[src/hdl/mpcq_ram.sv]
// Generic simple dual-port RAM with one write port and a registered read port.
module mpcq_ram #(
  parameter int unsigned WIDTH = 8,
  parameter int unsigned DEPTH = 16,
  parameter int unsigned AW    = (DEPTH > 1) ? $clog2(DEPTH) : 1
) (
  input  logic             clk_i,
  input  logic             we_i,
  input  logic [AW-1:0]    waddr_i,
  input  logic [WIDTH-1:0] wdata_i,
  input  logic             re_i,
  input  logic [AW-1:0]    raddr_i,
  output logic [WIDTH-1:0] rdata_o
);

  logic [WIDTH-1:0] mem_q [DEPTH];
  logic [WIDTH-1:0] rdata_q;

  // Write port.
  always_ff @(posedge clk_i) begin
    if (we_i) begin
      mem_q[waddr_i] <= wdata_i;
    end
  end

  // Read port; the data holds while no read is issued.
  always_ff @(posedge clk_i) begin
    if (re_i) begin
      rdata_q <= mem_q[raddr_i];
    end
  end

  assign rdata_o = rdata_q;

endmodule

[config.mk]
export PLATFORM = sky130hd
export DESIGN_NAME = mpcq_ram
export DESIGN_NICKNAME = d
export VERILOG_FILES = /design/src/hdl/mpcq_ram.sv
export SDC_FILE = /design/constraint.sdc
export NUM_CORES = 1
export LEC_CHECK = 0
export ABC_AREA = 1
export BUFFER_PORTS_ARGS = -buffer_cell sky130_fd_sc_hd__buf_4
export CORE_ASPECT_RATIO = 1.4
export CORE_MARGIN = 10
export CORE_UTILIZATION = 55
export CTS_CLUSTER_SIZE = 14
export DETAILED_ROUTE_END_ITERATION = 16
export HOLD_SLACK_MARGIN = 0.06
export PLACE_DENSITY = 0.73
export SLEW_MARGIN = 0
export SYNTH_ARGS = -nofsm -noshare
export SYNTH_HDL_FRONTEND = slang
export SYNTH_SLANG_ARGS = --single-unit
[constraint.sdc]
create_clock -name clk_i -period 1.4 [get_ports clk_i]
set_input_delay 0.14 -clock clk_i [delete_from_list [all_inputs] [get_ports clk_i]]
set_output_delay 0.14 -clock clk_i [all_outputs]
set_load 0.005 [all_outputs]
## After elaboration in Yosys (flattened, before gate mapping)

Memories as Yosys holds them, arrays and structs flattened. A register that Yosys moved wholly into a read port is not among the register bits.
Index checks and enable logic that the tools add are counted.

| cells by class | value |
|---|---|
| mux-type cells | 2 |

Operator list:

| cell | number |
|---|---|
| $mux 1 | 2 |

| storage, ports and cells | value |
|---|---|
| RAM bits | 128 |
| output and inout port bits | 8 |
| word-level logic and storage cells | 3 |
| input bits | 19 |
| memories kept | 1 |
| flip-flop bits (word level) | 0 |

Memory list:

| memory | words | width | read ports | clocked after memory_dff | wr ports | line | RTL |
|---|---|---|---|---|---|---|---|
| mem_q | 16 | 8 | 1 | 1 | 1 | 16 | `logic [WIDTH-1:0] mem_q [DEPTH];` |

## Logic depth before layout (Yosys ltp)

| depth | value |
|---|---|
| depth after elaboration | 2 |
| mapped depth | 8 |

## Worst setup path after synthesis

OpenSTA, ideal clock, no wires.

| timing path | value |
|---|---|
| path kind | input to register |
| from | in waddr_i[2] |
| to | mem mem_q[10][0], enable pin |
| buffers on the path | 0 |
| slack | 0.309 ns |
| arrival time | 0.721 ns |
| stages on the path | 2 |
| setup time | 0.370 ns |
| data required time | 1.030 ns |
| path through | nand3b_1 -> nor2_1 |

RTL lines:

| item | line | RTL |
|---|---|---|
| start: declaration | 9 | `input logic [AW-1:0] waddr_i,` |
| end: declaration | 16 |  |

No word-level cell before the write port.

==> flow_metrics.py <==
metrics = {
    "run_status": {
        "outcome": "completed",
    },
    "worst_setup_path": {
        "worst_path_max_delay_cell": "sky130_fd_sc_hd__edfxtp_1",
        "rr_startpoint": "mem_q[7][6]",
        "worst-path-max-fanout": 1,
        "capturing_point_of_the_worst_reg2reg_path": "rdata_o[6]",
        "timing.setup.critical_path_class": "reg -> reg",
        "timing.critical_path.mode_cell": "sky130_fd_sc_hd__nand3_1",
        "cp.arrival_ps": 1310,
        "rrSetupSlack_ps": 250,
        "cp-start-kind": "flop",
        "timing.reg2reg.worst_path_depth": 6,
        "endpoint_kind": "flop",
        "crit_path_max_incr_delay_ps": 380,
        "cp_cell_sequence": "inv_1 -> nand2_1 -> nand3_1 -> nand3_1 -> nand3_1 -> nand2_1",
        "worstPathRequired_ps": 1560,
    },
    "placed_design": {
        "placed_insts": 717,
        "placed_area_um2": 6280,
        "placement.setup.worst_slack_ps": 48.3,
        "dp.final_hpwl_um": 8530,
        "place_congestion": 0.961,
        "port-buffer-count": 26,
    },
    "detailed_routing": {
        "wl_per_cell_um": 17.7,
        "antenna_left": 0,
        "detail_route.wirelength_um": 13300,
        "routed_via_density": 5.30,
        "route.vias.total": 3972,
        "detailedRoute.firstIterationViolations": 442,
        "detailedRoute.firstPassIterationCount": 5,
        "detail_route.drc_violations": 0,
    },
    "finish": {
        "finalNonFillerCells": 750,
        "n_antenna_cell": 0,
        "flow.area_growth_from_synthesis_pct": 17.8,
        "nNetsFinal": 618,
        "final_layout_size_suffix_gt1_share_pct": 12.9,
        "post-route-cell-area_um2": 6890,
    },
    "sta": {
        "timing.final.setup_violations": 0,
        "slew-limit-headroom_pct": 59.0,
        "clock.fmax_mhz": 869,
        "finalCritPeriodShare_pct": 82.2,
        "tightest_slew_ps": 614,
        "setup_slack_ps": 249,
        "final_number_of_hold_violating_endpoints": 0,
        "final-max-slew-violation-count": 0,
        "final.setup.tns_ps": 0,
        "timing.clock.skew_ps": 3.98,
        "period_needed_ps": 1150,
        "grt_setup_unrepaired": "false",
    },
    "logic_synthesis": {
        "synth_area_um2": 5850,
        "synthCells": 551,
        "synthDistinctLibCells": 11,
        "synth.ff_latch_count": 136,
        "ys_seq_area_share_pct": 69.8,
        "synth.avg_cell_area_um2": 10.6,
        "synth.net_count": 570,
        "yosys_warnings": 0,
    },
    "power": {
        "powerDensity_nw_per_um2": 1400,
        "comb_power_share_pct": 6.2,
        "intPower_mw": 7.74,
        "power.share.sequential_pct": 47.9,
        "max-vdd-ir-drop_mv": 1.16,
        "p_sw_mw": 1.91,
        "leakagePower_nw": 2.99,
        "clockPowerShare_pct": 45.9,
        "switching_share_pct": 19.8,
    },
    "clock_network": {
        "clockBufferDepth": 2,
        "clk_transition_reported_paths_ps": 50,
        "tritoncts_clock_tree": "built",
        "clock-root-buffer": "sky130_fd_sc_hd__clkbuf_16",
        "clock_latency_ps": 410,
        "cts_buffers": 17,
        "cts_num_sinks": 136,
        "h-tree-depth": 4,
    },
    "job": {
        "max_cap_viol_count": 0,
    },
    "die": {
        "floorplan.rows": 44,
        "floorplan.die.width_um": 107,
        "starting_density_of_the_core_pct": 56.2,
        "floorplan.die_area_um2": 15200,
        "core_area_um2": 10400,
        "die_height_um": 142,
        "io-pin-count": 27,
    },
    "min_path": {
        "worstHoldPathCells": 1,
        "min_delay_worst_endpoint": "mem_q[7][4]",
        "worst_hold_path_type": "in -> reg",
        "min_delay_startpoint": "wdata_i[4]",
    },
    "global_routing": {
        "remaining_global_route_overflow": 0,
        "grt_max_degree": 33,
        "track_usage_pct": 18.3,
        "grt_first_pass_wirelength_um": 21000,
        "first_global_vias": 3958,
        "antenna_found_initial": 0,
    },
}
## layout make-up
type	instances	area, um2
clock buffer	21	440
clock inverter	11	154
fill	757	3520
inverter	102	383
multi-input combinational	289	1210
sequential	136	4080
tap	138	173
timing repair buffer	53	438
## logic make-up (layout without fill, tap and decap cells)
logic type | count (synthesis) | count (layout) | synth area share [%]
simple gates | 289 | 289 | 20.8
flops | 136 | 136 | 69.8
buf+inv | 126 | 187 | 9.39
## metrics by stage
stage               hold WS, ps  utilization (%)  total power [mW]
floorplan                   239                -              5.02
global placement            449             60.4              5.28
detailed placement          449             60.4              5.29
CTS                        61.3             66.2              9.69
global route               74.4             66.2              9.95
finish                     65.6             66.2              9.65
## worst max-delay path by stage
| stage | start | to | slack (ps) | depth (start not counted) |
|---|---|---|---|---|
| floorplan | waddr_i[2] | mem_q[10][0] | 310 | 2 |
| global placement | raddr_i[0] | rdata_o[2] | 60 | 8 |
| detailed placement | raddr_i[0] | rdata_o[2] | 50 | 8 |
| CTS | mem_q[7][6] | rdata_o[6] | 260 | 6 |
| global route | mem_q[5][7] | rdata_o[7] | 180 | 6 |
| finish | mem_q[7][6] | rdata_o[6] | 250 | 6 |
## synthesized netlist by cell type (all sizes together)
cell | number | area [um2]
nand2 | 173 | 649
nand3 | 97 | 485
inv | 102 | 383
edfxtp | 136 | 4080
nand3b | 2 | 15.0
nor2 | 17 | 63.8
buf | 24 | 166
## power by group through the flow
| stage | sequential [mW] | clock (mW) | combinational (mW) |
|---|---|---|---|
| 6_report | 4.62 | 4.43 | 0.596 |
| 3_5_place_dp | 4.70 | 0 | 0.591 |
| 5_1_grt | 4.62 | 4.66 | 0.659 |
| 4_1_cts | 4.62 | 4.47 | 0.598 |
| 2_1_floorplan | 4.69 | 0 | 0.322 |
| 3_3_place_gp | 4.70 | 0 | 0.578 |
## layout by cell type (no fill, tap or decap), drive strengths merged
cell type,netlist,final
inv,102,102
nand3,97,97
buf,24,52
dlygate4sd3,0,1
clkinv,0,6
clkbuf,0,21
nand2,173,173
clkinvlp,0,1
edfxtp,136,136
bufinv,0,4
nand3b,2,2
nor2,17,17
## flip-flops by register name, indices dropped and copies added (netlist names)
name	flops
mem_q	128
rdata_o	8
## critical path, delay by kind of cell (launching register included)
kind | cells | cell delay (ps)
and+or+nand+nor | 5 | 440
DFF | 1 | 380
buffers and inverters | 1 | 80
## what timing repair did
action / CTS / global route
resized for setup: 0 / 0
endpoints found under the hold margin: 8 / 0
buffers inserted: 0 / 0
hold buffers: 1 / 0
## metal layers
| layer | vias up | share of wire (%) | track usage [%] |
|---|---|---|---|
| li1 | 1876 | - | - |
| met1 | 1880 | 39 | 20.8 |
| met2 | 174 | 50 | 30.3 |
| met3 | 42 | 6.9 | 5.35 |
| met4 | 0 | 3.9 | 9.86 |
| met5 | - | 0 | 0 |
Note: power is estimated with default switching activity, not from simulation.
