--- config.mk ---
export PLATFORM = sky130hd
export DESIGN_NAME = mpcq_ctrl
export DESIGN_NICKNAME = d
export VERILOG_FILES = /design/src/hdl/mpcq_pkg.sv /design/src/hdl/mpcq_ctrl.sv
export SDC_FILE = /design/constraint.sdc
export NUM_CORES = 2
export LEC_CHECK = 0
export BUFFER_PORTS_ARGS = -buffer_cell sky130_fd_sc_hd__buf_2
export CORE_ASPECT_RATIO = 2
export CORE_MARGIN = 1
export CORE_UTILIZATION = 40
export DETAILED_ROUTE_END_ITERATION = 16
export PLACE_DENSITY_LB_ADDON = 0.3
export SLEW_MARGIN = 20
export SYNTH_ARGS = -nofsm -noshare
export SYNTH_HDL_FRONTEND = slang
export SYNTH_SLANG_ARGS = --single-unit
--- constraint.sdc ---
create_clock -name clk_i -period 7.2 [get_ports clk_i]
set_input_delay 1.08 -clock clk_i [delete_from_list [all_inputs] [get_ports clk_i]]
set_output_delay 1.08 -clock clk_i [all_outputs]
set_load 0.1 [all_outputs]
--- src/hdl/mpcq_pkg.sv ---
// Shared types, codes and constants of the multi-port completion queue.
package mpcq_pkg;

  // Defaults for the top-level parameters.
  localparam int unsigned NumPortsDefault  = 16;
  localparam int unsigned RingDepthDefault = 1024;

  // Fixed field widths.
  localparam int unsigned PortW   = 4;
  localparam int unsigned BytesW  = 32;
  localparam int unsigned TagW    = 64;
  localparam int unsigned StatusW = 2;
  localparam int unsigned WaitW   = 16;
  localparam int unsigned EnW     = 5;
  localparam int unsigned EntryW  = BytesW + 2 * TagW;

  // Configuration port.
  localparam int unsigned CfgAddrW = 3;
  localparam int unsigned CfgDataW = 32;
  localparam logic        RegPortsEnabled = 1'b0;

  // Saturation value of a port's waiter count.
  localparam logic [WaitW-1:0] WaitMax = '1;

  typedef enum logic [StatusW-1:0] {
    StOk      = 2'd0,
    StBadPort = 2'd1,
    StFull    = 2'd2,
    StEmpty   = 2'd3
  } status_e;

  typedef enum logic {
    CmdPost = 1'b0,
    CmdGet  = 1'b1
  } cmd_e;

  // Outcome of one command, from the port state to the datapath.
  typedef struct packed {
    status_e status;
    logic    woke;
    logic    wr_en;
    logic    rd_en;
  } decision_t;

endpackage

--- src/hdl/mpcq_ctrl.sv ---
// Per-port ring indices and waiter counts, and the decision for one command.
module mpcq_ctrl #(
  parameter int unsigned NUM_PORTS  = 16,
  parameter int unsigned RING_DEPTH = 1024,
  parameter int unsigned PW         = (NUM_PORTS > 1) ? $clog2(NUM_PORTS) : 1,
  parameter int unsigned IW         = $clog2(RING_DEPTH)
) (
  input  logic                          clk_i,
  input  logic                          rst_ni,
  input  logic                          commit_i,
  input  logic                          cmd_i,
  input  logic [mpcq_pkg::PortW-1:0]    port_i,
  input  logic [mpcq_pkg::EnW-1:0]      ports_enabled_i,
  output mpcq_pkg::decision_t           dec_o,
  output logic [PW-1:0]                 pidx_o,
  output logic [IW-1:0]                 slot_o
);

  import mpcq_pkg::*;

  logic [IW-1:0]    wr_idx_q [NUM_PORTS];
  logic [IW-1:0]    rd_idx_q [NUM_PORTS];
  logic [WaitW-1:0] wait_q   [NUM_PORTS];

  logic [PW-1:0]    pidx;
  logic             port_ok;
  logic [IW-1:0]    wi;
  logic [IW-1:0]    ri;
  logic [IW-1:0]    wi_next;
  logic [IW-1:0]    ri_next;
  logic [WaitW-1:0] wc;
  decision_t        dec;

  function automatic logic [IW-1:0] advance(input logic [IW-1:0] idx);
    logic [IW-1:0] res;
    if (idx == IW'(RING_DEPTH - 1)) begin
      res = '0;
    end else begin
      res = idx + 1'b1;
    end
    return res;
  endfunction

  // A port is active below both the configured count and the port count.
  assign pidx    = PW'(port_i);
  assign port_ok = ({1'b0, port_i} < ports_enabled_i) &&
                   ({{(32 - PortW){1'b0}}, port_i} < 32'(NUM_PORTS));

  assign wi      = wr_idx_q[pidx];
  assign ri      = rd_idx_q[pidx];
  assign wc      = wait_q[pidx];
  assign wi_next = advance(wi);
  assign ri_next = advance(ri);

  // Decide what the command does to the addressed port.
  always_comb begin
    dec.status = StOk;
    dec.woke   = 1'b0;
    dec.wr_en  = 1'b0;
    dec.rd_en  = 1'b0;
    slot_o     = wi;
    if (!port_ok) begin
      dec.status = StBadPort;
    end else if (cmd_i == CmdPost) begin
      if (wi_next == ri) begin
        dec.status = StFull;
      end else begin
        dec.wr_en = 1'b1;
        dec.woke  = (wc != '0);
      end
    end else begin
      slot_o = ri;
      if (ri == wi) begin
        dec.status = StEmpty;
      end else begin
        dec.rd_en = 1'b1;
      end
    end
  end

  assign dec_o  = dec;
  assign pidx_o = pidx;

  // Update the addressed port when the transaction commits.
  always_ff @(posedge clk_i or negedge rst_ni) begin
    if (!rst_ni) begin
      for (int i = 0; i < NUM_PORTS; i++) begin
        wr_idx_q[i] <= '0;
        rd_idx_q[i] <= '0;
        wait_q[i]   <= '0;
      end
    end else if (commit_i) begin
      if (dec.wr_en) begin
        wr_idx_q[pidx] <= wi_next;
        if (dec.woke) begin
          wait_q[pidx] <= wc - 1'b1;
        end
      end
      if (dec.rd_en) begin
        rd_idx_q[pidx] <= ri_next;
      end
      if (port_ok && dec.status == StEmpty && wc != WaitMax) begin
        wait_q[pidx] <= wc + 1'b1;
      end
    end
  end

endmodule

# Yosys cells after proc, flatten, opt, wreduce, memory -nomap -nowiden
# Index checks and enable logic that the tools add are counted.
# op_classes
addsub,4
magnitude_cmp,3
eq_ne,6
muxes,34
bitwise_logic,1
reduce_logical,6
# ops
cell,count
$mux 256,4
$bwmux 256,2
$bwmux 160,2
$mux 10,9
$bmux 10 s4,2
$bmux 16 s4,1
$demux 16 s4,1
$mux 16,3
$demux 10 s4,1
$add 10x1->10 const B,2
$eq 10x10->1,2
$eq 10x10->1 const B,2
$add 16x1->16 const B,1
$ne 16x16->1 const B,1
$reduce_bool 16->1,1
$sub 16x1->16 const B,1
$mux 2,6
$ge 5x5->1 const B,1
$lt 4x5->1,1
$lt 5x1->1 const B,1
$not 4->5,1
$reduce_and 2->1,2
$logic_and 1x1->1,3
$mux 3,1
other kinds (2),3
# word_totals
register_bits,576
in_bits,13
out_inout_bits,19
elab_cells,102

# Depth between registers and ports, before layout
# depth
ltp_word,15
depth_mapped,21
mapped_depth_nobuf,14

# Worst setup path after synthesis
# No wires, ideal clock.
# synth_timing
kind,input to output
startpoint,in port_i[1] in the netlist's numbering
endpoint,out dec_o[4] in the netlist's numbering
t_arrival_ps,5497
required_time_ps,6120
slack_ps,623
stages,15
path_buffers,3
cell_sequence,buf_4 > buf_6 > buf_2 > mux4_2 > a22oi_1 > nand2_2 > ha_1 > nand2_1 > o32ai_2 > nand3_1 > or2_2 > a2111oi_0 > and4_1 > nand3_1 > a21oi_1
# synth_rtl
element,line_no,rtl
from (decl),mpcq_ctrl.sv:12,"input logic [mpcq_pkg::PortW-1:0] port_i,"
to (decl),mpcq_ctrl.sv:14,"output mpcq_pkg::decision_t dec_o,"

==> flow_results.org <==
** Layout
- Nets@finish :: 2365
- Area growth from synthesis to final layout :: 10.9%
- Counting the fill cells in the layout gives 6565.
- Leaving out fill and tap cells, the most frequent cells in the layout are sky130_fd_sc_hd__dfrtp_1 (576), sky130_fd_sc_hd__mux2_2 (239), sky130_fd_sc_hd__nand2_1 (222).
- The library cell used most frequently in the layout, excluding fill and tap cells, is sky130_fd_sc_hd__dfrtp_1.
- Cells with a size suffix above 1 make up 28.8% of the layout.

** Logic synthesis
- Share of synthesized flip-flops with an asynchronous set or reset :: 100%
- Summing every instance area after synthesis gives 28900 um2.
- Dominant synthesized flop cell :: sky130_fd_sc_hd__dfrtp_1
- The cell count after synthesis came out at 2326.
- Yosys warnings :: 0
- Sequential fraction of the synthesis area :: 49.8%
- Number of distinct standard cells referenced by the synthesized netlist :: 84
- In this run, synthesis produced a sequential element count of 576.
- Dividing the synthesized area by the synthesized cell count gives 12.4 um2.
- Synthesis produced a netlist with a net count of 2346.
- EDFF count, synth :: 0

** Worst setup path
- STA puts the critical path data arrival time at 5570 ps.
- The endpoint identified for the worst register-to-register timing path is wr_idx_q[108].
- STA classifies the critical path startpoint as a primary input.
- STA classifies the critical path endpoint as an output pin.
- Required time at the endpoint of the critical path :: 6120 ps
- Along the worst path, the maximum fanout reaches 71.
- The worst setup path is of the primary input to output pin kind.
- The worst register-to-register path has a depth of 14.
- In this run the critical register-to-register path is launched from wr_idx_q[60].
- The worst register-to-register path has a setup slack of 2010 ps.
- Origin of the worst setup path :: port_i[0]

** Clocking
- Cts bufs inserted :: 51
- Clock-pin slew was measured on the worst setup and hold paths at 60 ps.
- In this run the clock root is driven by a sky130_fd_sc_hd__clkbuf_16.
- Number of gates resized after CTS :: 0
- Count of H-tree levels built during CTS :: 2
- Worst skew pair latency :: 630 ps
- Buffers inserted by post-CTS timing repair :: 0
- TritonCTS built the clock tree.
- In this run the deepest clock path goes through 3 buffers.
- Number of hold-repair buffers added at the cts stage :: 0
- CTS saw 576 sinks.

** Timing
- The number of max-slew violations in the final report came to 0.
- Max Clk Rate :: 150 MHz
- Setup violations remaining at the end of the flow were counted as 0.
- Hold Fails Final Rpt :: 0
- Setup repair after global routing left no endpoint under its margin.
- Post-route clock skew :: 38.1 ps
- For the pin with the worst max-slew slack, the measured transition is 1130 ps.
- Post-layout worst setup margin :: 552 ps
- Fin Setup TNS :: 0 ps
- The final critical path takes up 92.3% of the cycle.
- Max-Slew Margin vs Limit :: 24.2%
- After layout, the minimum clock period comes to 6650 ps.

** Drt
- For this block, the via count after detailed routing is 21100.
- Detailed Route WL :: 104 mm
- Dividing the detail-routed via count by the number of cells gives 6.39.
- Count of TritonRoute iterations in the first routing pass :: 7
- In the routed design, unresolved DRC markers number 0.
- Number of DRC markers in iteration 0 :: 1850
- DR WL/cell :: 31.5 um
- Antenna viol nets, final :: 0

** Placement
- Detailed-placement wirelength estimate :: 74.1 mm
- Gpl congestion :: 1.03
- OpenSTA, run right after detailed placement, puts the worst setup slack at 559 ps.
- Port buffering added 31 buffers.

** Run status
- Outcome :: complete, no violations

** Global route
- The first global-routing pass estimated 153 mm of wire.
- In the global route stage, overall resource usage came out at 29.1%.
- Entering global routing, the biggest net connects 136 pins.
- The number of global-route vias before repair was 22300.
- Sum of overflow across all layers after global routing :: 0
- Antenna violations before repair :: 0

** Worst hold path
- Hold Crit Depth :: 2
- Hold WC Path Type :: flop to flop
- Hold path endpoint :: rd_idx_q[109]
- Worst hold start :: rd_idx_q[109]

** Die
- Starting utilization of the core area :: 40.4%
- After floorplanning, the core was sized to cover 71700 um2.
- The floorplan step defined a die boundary enclosing 73400 um2.
- In this run the vertical extent of the chip is 382 um.
- From left edge to right edge, the die measures 192 um.
- Number of placement rows :: 139
- 32 I/O pins were placed.

** Run
- Max-cap violations in this run came to 0.

** Power
- In this run the static leakage power is 13.6 nW.
- Power density over the cells :: 325 nW/um2
- IR analysis of the VDD net gives a maximum drop of 0.000229 V.
-- metal layers --
metal	up-vias	GRT usage, %	routed length [um]
met5	-	0	0
met4	0	25.1	11100
met3	389	4.17	5440
met2	880	51.3	54300
met1	11000	29.6	33000
li1	8841	-	-
-- report_power, final --
part           internal, W  switching [W]  leakage [nW]  total [W]
clock network      0.00161        0.00130         0.855    0.00291
logic              0.00123        0.00184          5.19    0.00307
registers          0.00396       0.000473          7.54    0.00443
-- worst max-delay path by stage --
stage	to	slack (ps)	cells past startpoint
floorplan	dec_o[4]	620	15
global placement	dec_o[2]	610	12
detailed placement	wait_q[21]	560	14
CTS	dec_o[2]	580	12
global route	dec_o[2]	460	12
finish	dec_o[2]	550	12
-- synth_stat cells, types with 17 or more instances --
| master | n | area (um2) |
|---|---|---|
| sky130_fd_sc_hd__buf_4 | 18 | 135 |
| sky130_fd_sc_hd__mux4_2 | 159 | 3580 |
| sky130_fd_sc_hd__a2bb2oi_1 | 19 | 166 |
| sky130_fd_sc_hd__a22o_1 | 18 | 158 |
| sky130_fd_sc_hd__nand3_1 | 49 | 245 |
| sky130_fd_sc_hd__a21oi_1 | 56 | 280 |
| sky130_fd_sc_hd__mux2_2 | 239 | 2690 |
| sky130_fd_sc_hd__xor2_1 | 17 | 149 |
| sky130_fd_sc_hd__o22ai_1 | 19 | 119 |
| sky130_fd_sc_hd__dfrtp_1 | 576 | 14400 |
| sky130_fd_sc_hd__clkbuf_1 | 71 | 267 |
| sky130_fd_sc_hd__a22oi_1 | 23 | 173 |
| sky130_fd_sc_hd__o22a_1 | 117 | 1020 |
| sky130_fd_sc_hd__nor3_1 | 39 | 195 |
| sky130_fd_sc_hd__a221o_1 | 23 | 230 |
| sky130_fd_sc_hd__nand2_1 | 222 | 833 |
| sky130_fd_sc_hd__inv_1 | 42 | 158 |
| sky130_fd_sc_hd__nor2_1 | 93 | 349 |
| sky130_fd_sc_hd__o21ai_0 | 125 | 626 |
| sky130_fd_sc_hd__xnor2_1 | 30 | 263 |
| sky130_fd_sc_hd__buf_2 | 69 | 345 |
-- critical path: stages --
cell and delay (ps):
sky130_fd_sc_hd__buf_8 220, sky130_fd_sc_hd__buf_12 480, sky130_fd_sc_hd__mux4_2 630, sky130_fd_sc_hd__mux4_2 560, sky130_fd_sc_hd__inv_1 480, sky130_fd_sc_hd__ha_1 390, sky130_fd_sc_hd__nand3_1 260, sky130_fd_sc_hd__nor4_2 470
sky130_fd_sc_hd__a311o_1 330, sky130_fd_sc_hd__a21o_4 140, sky130_fd_sc_hd__inv_2 50, sky130_fd_sc_hd__buf_2 280
-- final cells by class --
class	count	area [um2]	area share, %
sequential	576	14400	44.9
multi-input combinational	1530	13500	42.0
clock buffer	67	1450	4.51
tap	916	1150	3.57
timing repair buffer	142	1130	3.52
clock inverter	26	308	0.959
inverter	44	165	0.515
antenna	1	2.50	0.00780
-- cell families (layout without fill, tap and decap cells) --
logic type	count (synthesis)	after routing	share of synthesized area [%]
AND/OR/NAND/NOR	523	523	8.62
multiplexers	409	409	22.1
AO/OA/AOI/OAI	543	543	13.8
other	0	1	0
flip-flops	576	576	49.8
XOR/XNOR	48	48	1.50
adder cells (fa/ha/maj)	7	7	0.303
buffers and inverters	220	279	3.80
-- state kept, by name, summed over array words and instances, names as in the netlist --
signal,count
wait_q,256
wr_idx_q,160
rd_idx_q,160
-- stage by stage --
stage	area, um2	util, %	power, W	hold slack [ps]	std cells
6_report	32100	44.8	0.0104	478	3302
5_1_grt	32100	44.8	0.0108	498	3301
4_1_cts	32100	44.7	0.0104	480	3301
3_5_place_dp	30300	42.3	0.00749	465	3208
3_3_place_gp	30300	42.3	0.00737	456	3208
2_1_floorplan	28900	-	0.00638	444	2326
Power figures use the tool's default switching activity.
